### src/rtl/assert_macros.svh
// assertion macros shared by the rtl
`ifndef ASSERT_MACROS_SVH
`define ASSERT_MACROS_SVH

// antecedent in one cycle implies consequent in the next
`define ASSERT_NEXT(label, clk, rst_n, ante, cons) \
    label: assert property (@(posedge clk) disable iff (!rst_n) (ante) |=> (cons)) \
        else $error("assertion failed: next-cycle implication");

// antecedent implies consequent in the same cycle
`define ASSERT_SAME(label, clk, rst_n, ante, cons) \
    label: assert property (@(posedge clk) disable iff (!rst_n) (ante) |-> (cons)) \
        else $error("assertion failed: same-cycle implication");

`endif

### src/rtl/fds_pkg.sv
// ----------------------------------------------------------------------------
// fds_pkg
// types and constants shared by the flat diffuse shader
// ----------------------------------------------------------------------------
`default_nettype none

package fds_pkg;

    localparam int MAG_W      = 17;
    localparam int LEN2_W     = 34;
    localparam int ROOT_W     = 31;
    localparam int REM_W      = 33;
    localparam int SQRT_STEPS = 31;
    localparam int QUO_W      = 15;
    localparam int DIV_STEPS  = 15;
    localparam int DREM_W     = 32;

    localparam logic MODE_FLAT = 1'b0;
    localparam logic MODE_PASS = 1'b1;

    typedef enum logic [1:0] {
        KIND_AMBIENT  = 2'd0,
        KIND_POINT    = 2'd1,
        KIND_INFINITE = 2'd2,
        KIND_SPOT     = 2'd3
    } fds_kind_t;

    typedef enum logic [2:0] {
        REG_KIND      = 3'd0,
        REG_MODE      = 3'd1,
        REG_LEVEL     = 3'd2,
        REG_POSITION  = 3'd3,
        REG_DIRECTION = 3'd4,
        REG_COS       = 3'd5
    } fds_reg_t;

    typedef struct packed {
        logic signed [15:0] point_x;
        logic signed [15:0] point_y;
        logic signed [15:0] point_z;
        logic signed [15:0] normal_x;
        logic signed [15:0] normal_y;
        logic signed [15:0] normal_z;
        logic [7:0]         color_red;
        logic [7:0]         color_green;
        logic [7:0]         color_blue;
    } fds_item_t;

    typedef struct packed {
        logic [7:0] out_red;
        logic [7:0] out_green;
        logic [7:0] out_blue;
    } fds_result_t;

    // surface data that rides along the pipeline
    typedef struct packed {
        logic signed [15:0] normal_x;
        logic signed [15:0] normal_y;
        logic signed [15:0] normal_z;
        logic [7:0]         color_red;
        logic [7:0]         color_green;
        logic [7:0]         color_blue;
    } fds_surf_t;

    typedef struct packed {
        fds_surf_t              surf;
        logic [2:0][MAG_W-1:0]  mag;
        logic [2:0]             neg;
    } fds_vside_t;

endpackage

`default_nettype wire

### src/rtl/fds_vec.sv
// ----------------------------------------------------------------------------
// fds_vec
// light vector components, their squares and the squared length
// ----------------------------------------------------------------------------
`default_nettype none

module fds_vec
(
    input  wire logic                       clk,
    input  wire logic                       rst_n,
    input  wire logic                       in_valid,
    input  wire fds_pkg::fds_item_t         item,
    input  wire fds_pkg::fds_kind_t         kind,
    input  wire logic [47:0]                position,
    input  wire logic [47:0]                direction,
    output logic                            out_valid,
    output logic [fds_pkg::LEN2_W-1:0]      len2,
    output fds_pkg::fds_vside_t             side
);

    logic signed [15:0]          pt [3];
    logic signed [16:0]          d  [3];
    fds_pkg::fds_vside_t         a_side_next;
    fds_pkg::fds_vside_t         a_side_reg;
    fds_pkg::fds_vside_t         b_side_reg;
    fds_pkg::fds_vside_t         c_side_reg;
    logic                        a_valid_reg;
    logic                        b_valid_reg;
    logic                        c_valid_reg;
    logic [2*fds_pkg::MAG_W-1:0] sq_reg [3];
    logic [fds_pkg::LEN2_W-1:0]  len2_reg;

    always_comb
    begin
        pt[0] = item.point_x;
        pt[1] = item.point_y;
        pt[2] = item.point_z;
        a_side_next.surf.normal_x    = item.normal_x;
        a_side_next.surf.normal_y    = item.normal_y;
        a_side_next.surf.normal_z    = item.normal_z;
        a_side_next.surf.color_red   = item.color_red;
        a_side_next.surf.color_green = item.color_green;
        a_side_next.surf.color_blue  = item.color_blue;
        for (int i = 0; i < 3; i++)
        begin
            if (kind == fds_pkg::KIND_INFINITE)
            begin
                d[i] = -$signed({direction[16*i+15], direction[16*i +: 16]});
            end
            else
            begin
                d[i] = $signed({position[16*i+15], position[16*i +: 16]})
                     - $signed({pt[i][15], pt[i]});
            end
            a_side_next.neg[i] = d[i][16];
            a_side_next.mag[i] = d[i][16] ? 17'(-d[i]) : 17'(d[i]);
        end
    end

    always_ff @(posedge clk or negedge rst_n)
    begin
        if (!rst_n)
        begin
            a_valid_reg <= 1'b0;
            b_valid_reg <= 1'b0;
            c_valid_reg <= 1'b0;
        end
        else
        begin
            a_valid_reg <= in_valid;
            b_valid_reg <= a_valid_reg;
            c_valid_reg <= b_valid_reg;
        end
    end

    always_ff @(posedge clk)
    begin
        a_side_reg <= a_side_next;
        b_side_reg <= a_side_reg;
        c_side_reg <= b_side_reg;
        for (int i = 0; i < 3; i++)
        begin
            sq_reg[i] <= a_side_reg.mag[i] * a_side_reg.mag[i];
        end
        len2_reg <= sq_reg[0] + sq_reg[1] + sq_reg[2];
    end

    assign out_valid = c_valid_reg;
    assign len2      = len2_reg;
    assign side      = c_side_reg;

endmodule

`default_nettype wire

### config.mk
export PLATFORM = sky130hd
export DESIGN_NAME = fds_vec
export DESIGN_NICKNAME = d
export VERILOG_FILES = /design/src/rtl/assert_macros.svh /design/src/rtl/fds_pkg.sv /design/src/rtl/fds_vec.sv
export SDC_FILE = /design/constraint.sdc
export NUM_CORES = 2
export LEC_CHECK = 0
export BUFFER_PORTS_ARGS = -buffer_cell sky130_fd_sc_hd__buf_2
export CORE_ASPECT_RATIO = 1.5
export CORE_MARGIN = 1
export CORE_UTILIZATION = 28
export CTS_CLUSTER_DIAMETER = 40
export CTS_CLUSTER_SIZE = 28
export DETAILED_ROUTE_END_ITERATION = 16
export GPL_TIMING_DRIVEN = 1
export PLACE_DENSITY = 0.43
export SYNTH_ARGS = -nofsm -noshare
export SYNTH_HDL_FRONTEND = slang
export SYNTH_SLANG_ARGS = --single-unit
### constraint.sdc
create_clock -name clk -period 16.9 [get_ports clk]
set_input_delay 1.69 -clock clk [delete_from_list [all_inputs] [get_ports clk]]
set_output_delay 1.69 -clock clk [all_outputs]
set_load 0.05 [all_outputs]
# ---- Word level (Yosys, flattened, before mapping)
# Memories as Yosys holds them, arrays and structs flattened.
# Cells that the tools add are included.
dict set report word_totals {
  register_bits 415
  mem_bits_rw 102
  in_bits 221
  output_inout_bits 161
  wordCells 59
  n_memories 1
}
# name words word_bits read_ports rd_ports_with_merged_regs write_ports line_no
set memory_table {}
lappend memory_table {sq_reg 3 34 3 0 3 fds_vec.sv:30} ;# logic [2*fds_pkg::MAG_W-1:0] sq_reg [3];
dict set report classes {
  add_sub_neg 11
  mul 3
  eq_ne 1
  n_mux 6
}
# cell n
set ops {}
lappend ops {{multiplier 17 x 17 -> 34 bit} 3}
lappend ops {{adder 34 bit} 2}
lappend ops {{2-to-1 mux 17 bit} 3}
lappend ops {{negator 16 -> 17 bit} 3}
lappend ops {{negator 17 bit} 3}
lappend ops {{subtractor 16 x 16 -> 17 bit} 3}
lappend ops {{2-to-1 mux 16 bit} 3}
lappend ops {{equality test 2 bit (second input constant)} 1}

# ---- Depth between registers and ports, before layout
dict set report depth {
  depth_word 4
  ltp_mapped 25
}

# ---- Least setup slack after synthesis
# OpenSTA, ideal clock, no wires.
dict set report synth_path {
  path_type {register to register}
  start {register a_side_reg[10] in the netlist's numbering}
  end {memory sq_reg[0][32] in the netlist's numbering}
  setup_time_ns 0.072
  arrival_ns 6.162
  slack_ns 10.666
  path_stages_with_launch 25
  synth_period_minus_slack_ns 6.234
  path_cell_list {dfxtp_1 -> clkbuf_1 -> nand2_1 -> fa_1 -> inv_1 -> fa_1 -> inv_1 -> fa_1 -> inv_1 -> fa_1 -> fa_1 -> inv_1 -> fa_1 -> inv_1 -> ha_1 -> a211oi_1 -> nand2_1 -> a211o_1 -> o22ai_2 -> o211a_1 -> o21ai_1 -> o41a_1 -> a21o_1 -> a21oi_1 -> xnor2_1}
}
# item line_no
set synth_lines {}
lappend synth_lines {{from (decl)} fds_vec.sv:24} ;# fds_pkg::fds_vside_t a_side_reg;
lappend synth_lines {{from (signal assigned)} fds_vec.sv:78} ;# a_side_reg <= a_side_next;
lappend synth_lines {{to (decl)} fds_vec.sv:30}

==> results.md <==
- The run finished with clean final reports.
- The final layout contains routed wiring with a total length of roughly 110,000 µm.
- Among all flip-flop cells after synthesis, the most frequent one is sky130_fd_sc_hd__dfxtp_1.
- The worst hold path begins at a_side_reg[80]$_DFF_P_.
- Setup violations remaining at the end of the flow were counted as 0.
- The latest clock arrival within the worst-skew pair is 0.66 ns.
- For the worst setup path, the data arrival time is 7.46 ns.
- The via count of the first global-routing pass is about 31,000.
- The required time of the worst setup path is about 17 ns.
- The summed area of non-filler cells in the final layout is around 48,000 µm².
- At the end of routability-driven placement, the weighted congestion stood at roughly 0.8.
- Dividing the final minimum period by the clock period gives approximately two fifths.
- The worst register-to-register path has a depth of 24.
- The number of buffers created by CTS is 74.
- The count of max-cap constraint violations is 0.
- The number of buffers inserted by post-CTS setup repair is 0.
- The met2 demand-to-capacity share in global routing is a little over a quarter.
- The clock slew at the register clock pins of the worst setup and hold paths is 0.07 ns.
- The growth of design area from synthesis to finish is 16.3%.
- Setup repair after global routing left no endpoint under its margin.
- The worst hold endpoint is b_side_reg[80]$_DFF_P_.
- The mean instance size in the synthesized netlist is about 9.8 µm².
- The H-tree was split into 3 levels.
- The largest net degree at the start of global routing is 47.
- In this run the worst hold path is classified as reg -> reg.
- Pin placement for this block handled around 380 I/O pins.
- The via-per-instance ratio is 4.31.
- The row count is 173.
- The worst register-to-register path ends at sq_reg[0][32]$_DFF_P_.
- The number of synthesized register bits is 511.
- STA classifies the critical path startpoint as a register.
- For this block, the via count after detailed routing is 28,544.
- The post-synthesis instance total is around 4,200.
- Static timing analysis puts the maximum clock frequency at about 0.15 GHz.
- The final total negative setup slack is 0 ns.
- The share of the Yosys chip area taken by registers is about a quarter.
- After synthesis the cells add up to 41,700 µm².
- The initial antenna violation count was 10.
- The final-report max-slew violation count is 0.
- Along the worst path, the maximum fanout reaches 18.
- The synthesis warning total is 0.
- The post-DP HPWL is slightly below 90,000 µm.
- The average wire per cell in the routed design is between 15 and 20 µm.
- At the end of the flow the core is filled with cells to 32.8%.
- The TritonCTS clock tree is done.
- The die extent in y is 475 µm.
- The die width is ~320 µm.
- The count of nets left with antenna violations after detail routing is 0.
- In the routed design, unresolved DRC markers number 0.
- The remaining global-route overflow is 0.
- The clock net sink count is slightly above 500.
- The initial core utilization is between 20 and 30%.
- The number of search-and-repair iterations in the first detailed-routing pass is 5.
- The core box area is roughly 150,000 µm².
- The met3 demand-to-capacity share in global routing is 2.74%.
- The slew at the pin closest to its max-slew limit is 1.05 ns.
- The relative slew slack is ~30%.
- Global routing used between 10% and 20% of the available met1 tracks.
- The layer flagged by global routing as most heavily used is met2.
- The count of buffers added on input and output ports is 381.
- The number of flops mapped to enable cells by yosys is 0.
- In the layout the commonest cells are sky130_fd_sc_hd__inv_1 (954), sky130_fd_sc_hd__fa_1 (608), sky130_fd_sc_hd__dfxtp_1 (508).
- Yosys attributes the largest share of cell area to sky130_fd_sc_hd__fa_1 (29%), sky130_fd_sc_hd__dfxtp_1 (24%), sky130_fd_sc_hd__ha_1 (12%).
- The worst setup path category is reg -> reg.
- Along the worst hold path, the cell count comes to 0.
- For this run, the total global-route usage over all layers was measured as between 10% and 20%.
- The maximum count of clock buffers along a single path is 3.
- The element type at the critical path end is a register.
- Clock tree synthesis selected as its root buffer the cell sky130_fd_sc_hd__clkbuf_16.
- The count of routing violations after the opening detailed-route iteration is roughly 1,000.
- The layout cell share with drive strength beyond 1 is between 10% and 20%.
- The die area is 150,000 µm².
- For this run, asynchronously set or reset flops after synthesis account for 0.587%.
- The flop-to-flop setup slack is between 10 and 15 ns.
- The post-synthesis cell type with the largest combined area is sky130_fd_sc_hd__fa_1.
- Post-CTS repair changed the size of 0 cells.
- Counting distinct cell types in the post-synthesis netlist gives 85.
- The layout net count is between 5,000 and 6,000.
- The library cell used most frequently in the layout, excluding fill and tap cells, is sky130_fd_sc_hd__inv_1.
- The time the final worst path needs with I/O delays and setup is between 6 and 7 ns.
- The quantity of hold-fixing buffers added after cts is 0.
- The number of fill cells in the layout is around 15,000.
- The worst register-to-register path begins at a_side_reg[7]$_DFF_P_.
- The setup clock skew after layout is ~0.033 ns.
- The first global-routing pass estimated 168,000 µm of wire.
- The area share of the largest cell type after synthesis is around 29%.
- The final count of hold timing violations is 0.
- Summing all placed instances gives a cell area of between 40,000 and 50,000 µm².
stage by stage:
stage	instances	hold WS (ns)	setup WS [ns]
floorplan	4239	0.310	10.67
finish	6624	0.312	10.01
global placement	6483	0.310	10.04
CTS	6620	0.303	9.95
global route	6622	0.299	9.52
detailed placement	6483	0.312	9.97
worst max-delay path, stage by stage (launching register included):
cell and delay [ns]:
sky130_fd_sc_hd__dfxtp_1 0.84, sky130_fd_sc_hd__and2_1 0.27, sky130_fd_sc_hd__inv_1 0.07, sky130_fd_sc_hd__fa_1 0.53
sky130_fd_sc_hd__inv_1 0.05, sky130_fd_sc_hd__fa_1 0.52, sky130_fd_sc_hd__inv_1 0.05, sky130_fd_sc_hd__fa_1 0.50
sky130_fd_sc_hd__inv_1 0.04, sky130_fd_sc_hd__ha_1 0.28, sky130_fd_sc_hd__fa_1 0.48, sky130_fd_sc_hd__inv_1 0.05
sky130_fd_sc_hd__fa_1 0.58, sky130_fd_sc_hd__inv_1 0.07, sky130_fd_sc_hd__ha_1 0.36, sky130_fd_sc_hd__a21o_1 0.20
sky130_fd_sc_hd__a21o_1 0.18, sky130_fd_sc_hd__a211o_1 0.30, sky130_fd_sc_hd__o22ai_2 0.30, sky130_fd_sc_hd__o211a_1 0.21
sky130_fd_sc_hd__o21ai_1 0.10, sky130_fd_sc_hd__o41a_1 0.35, sky130_fd_sc_hd__a21o_1 0.19, sky130_fd_sc_hd__a21oi_1 0.16
sky130_fd_sc_hd__xnor2_1 0.13
metal layers:
metal,vias up,share of wire [%]
met3,138,5.3
met2,583,53
met4,0,2.7
li1,13941,-
met1,13882,39
met5,-,0
cell usage after synthesis, types with 34 or more instances:
| cell type | count |
|---|---|
| sky130_fd_sc_hd__xnor2_1 | 172 |
| sky130_fd_sc_hd__nor2b_1 | 34 |
| sky130_fd_sc_hd__dfxtp_1 | 508 |
| sky130_fd_sc_hd__a21o_1 | 88 |
| sky130_fd_sc_hd__inv_1 | 954 |
| sky130_fd_sc_hd__xor2_1 | 84 |
| sky130_fd_sc_hd__nor2_1 | 120 |
| sky130_fd_sc_hd__clkbuf_1 | 78 |
| sky130_fd_sc_hd__nand2_1 | 334 |
| sky130_fd_sc_hd__and2_1 | 172 |
| sky130_fd_sc_hd__fa_1 | 608 |
| sky130_fd_sc_hd__o21ai_0 | 93 |
| sky130_fd_sc_hd__ha_1 | 410 |
| sky130_fd_sc_hd__nor3_1 | 41 |
| sky130_fd_sc_hd__a21oi_1 | 146 |
logic make-up (layout without fill, tap and decap cells):
kind of cell | Yosys count | in the layout | synth area share [%]
muxes | 9 | 9 | 0.225
other | 1 | 7 | 0.00900
buffers and inverters | 1041 | 1497 | 9.52
adders and majority gates | 1018 | 1018 | 41.5
and+or+nand+nor | 886 | 886 | 10.7
xor gates and xnor gates | 256 | 256 | 5.38
DFF | 511 | 511 | 24.6
AOI/OAI and AO/OA | 515 | 515 | 8.03
worst max path at each step:
stage / startpoint / end / slack (ns)
after detailed placement: a_side_reg[31]$_DFF_P_ / sq_reg[0][64]$_DFF_P_ / 9.97
after global routing: a_side_reg[7]$_DFF_P_ / sq_reg[0][31]$_DFF_P_ / 9.52
after CTS: a_side_reg[31]$_DFF_P_ / sq_reg[0][64]$_DFF_P_ / 9.95
final: a_side_reg[7]$_DFF_P_ / sq_reg[0][32]$_DFF_P_ / 10.01
after global placement: a_side_reg[25]$_DFF_P_ / sq_reg[0][64]$_DFF_P_ / 10.04
after floorplan: a_side_reg[10]$_DFF_P_ / sq_reg[0][32]$_DFF_P_ / 10.67
layout make-up:
class	instances	area (µm²)	area share, %
Tap cell	1925	2410	4.97
Clock inverter	57	759	1.57
Antenna cell	4	10.0	0.0206
Inverter	954	3580	7.39
Timing Repair Buffer	406	2090	4.32
Multi-Input combinational cell	2687	27500	56.7
Sequential cell	511	10200	21.1
Clock buffer	80	1900	3.93
Power is left out: the tool's default activity adds up to more than one toggle a clock period on the data nets, which glitch-free logic cannot reach.
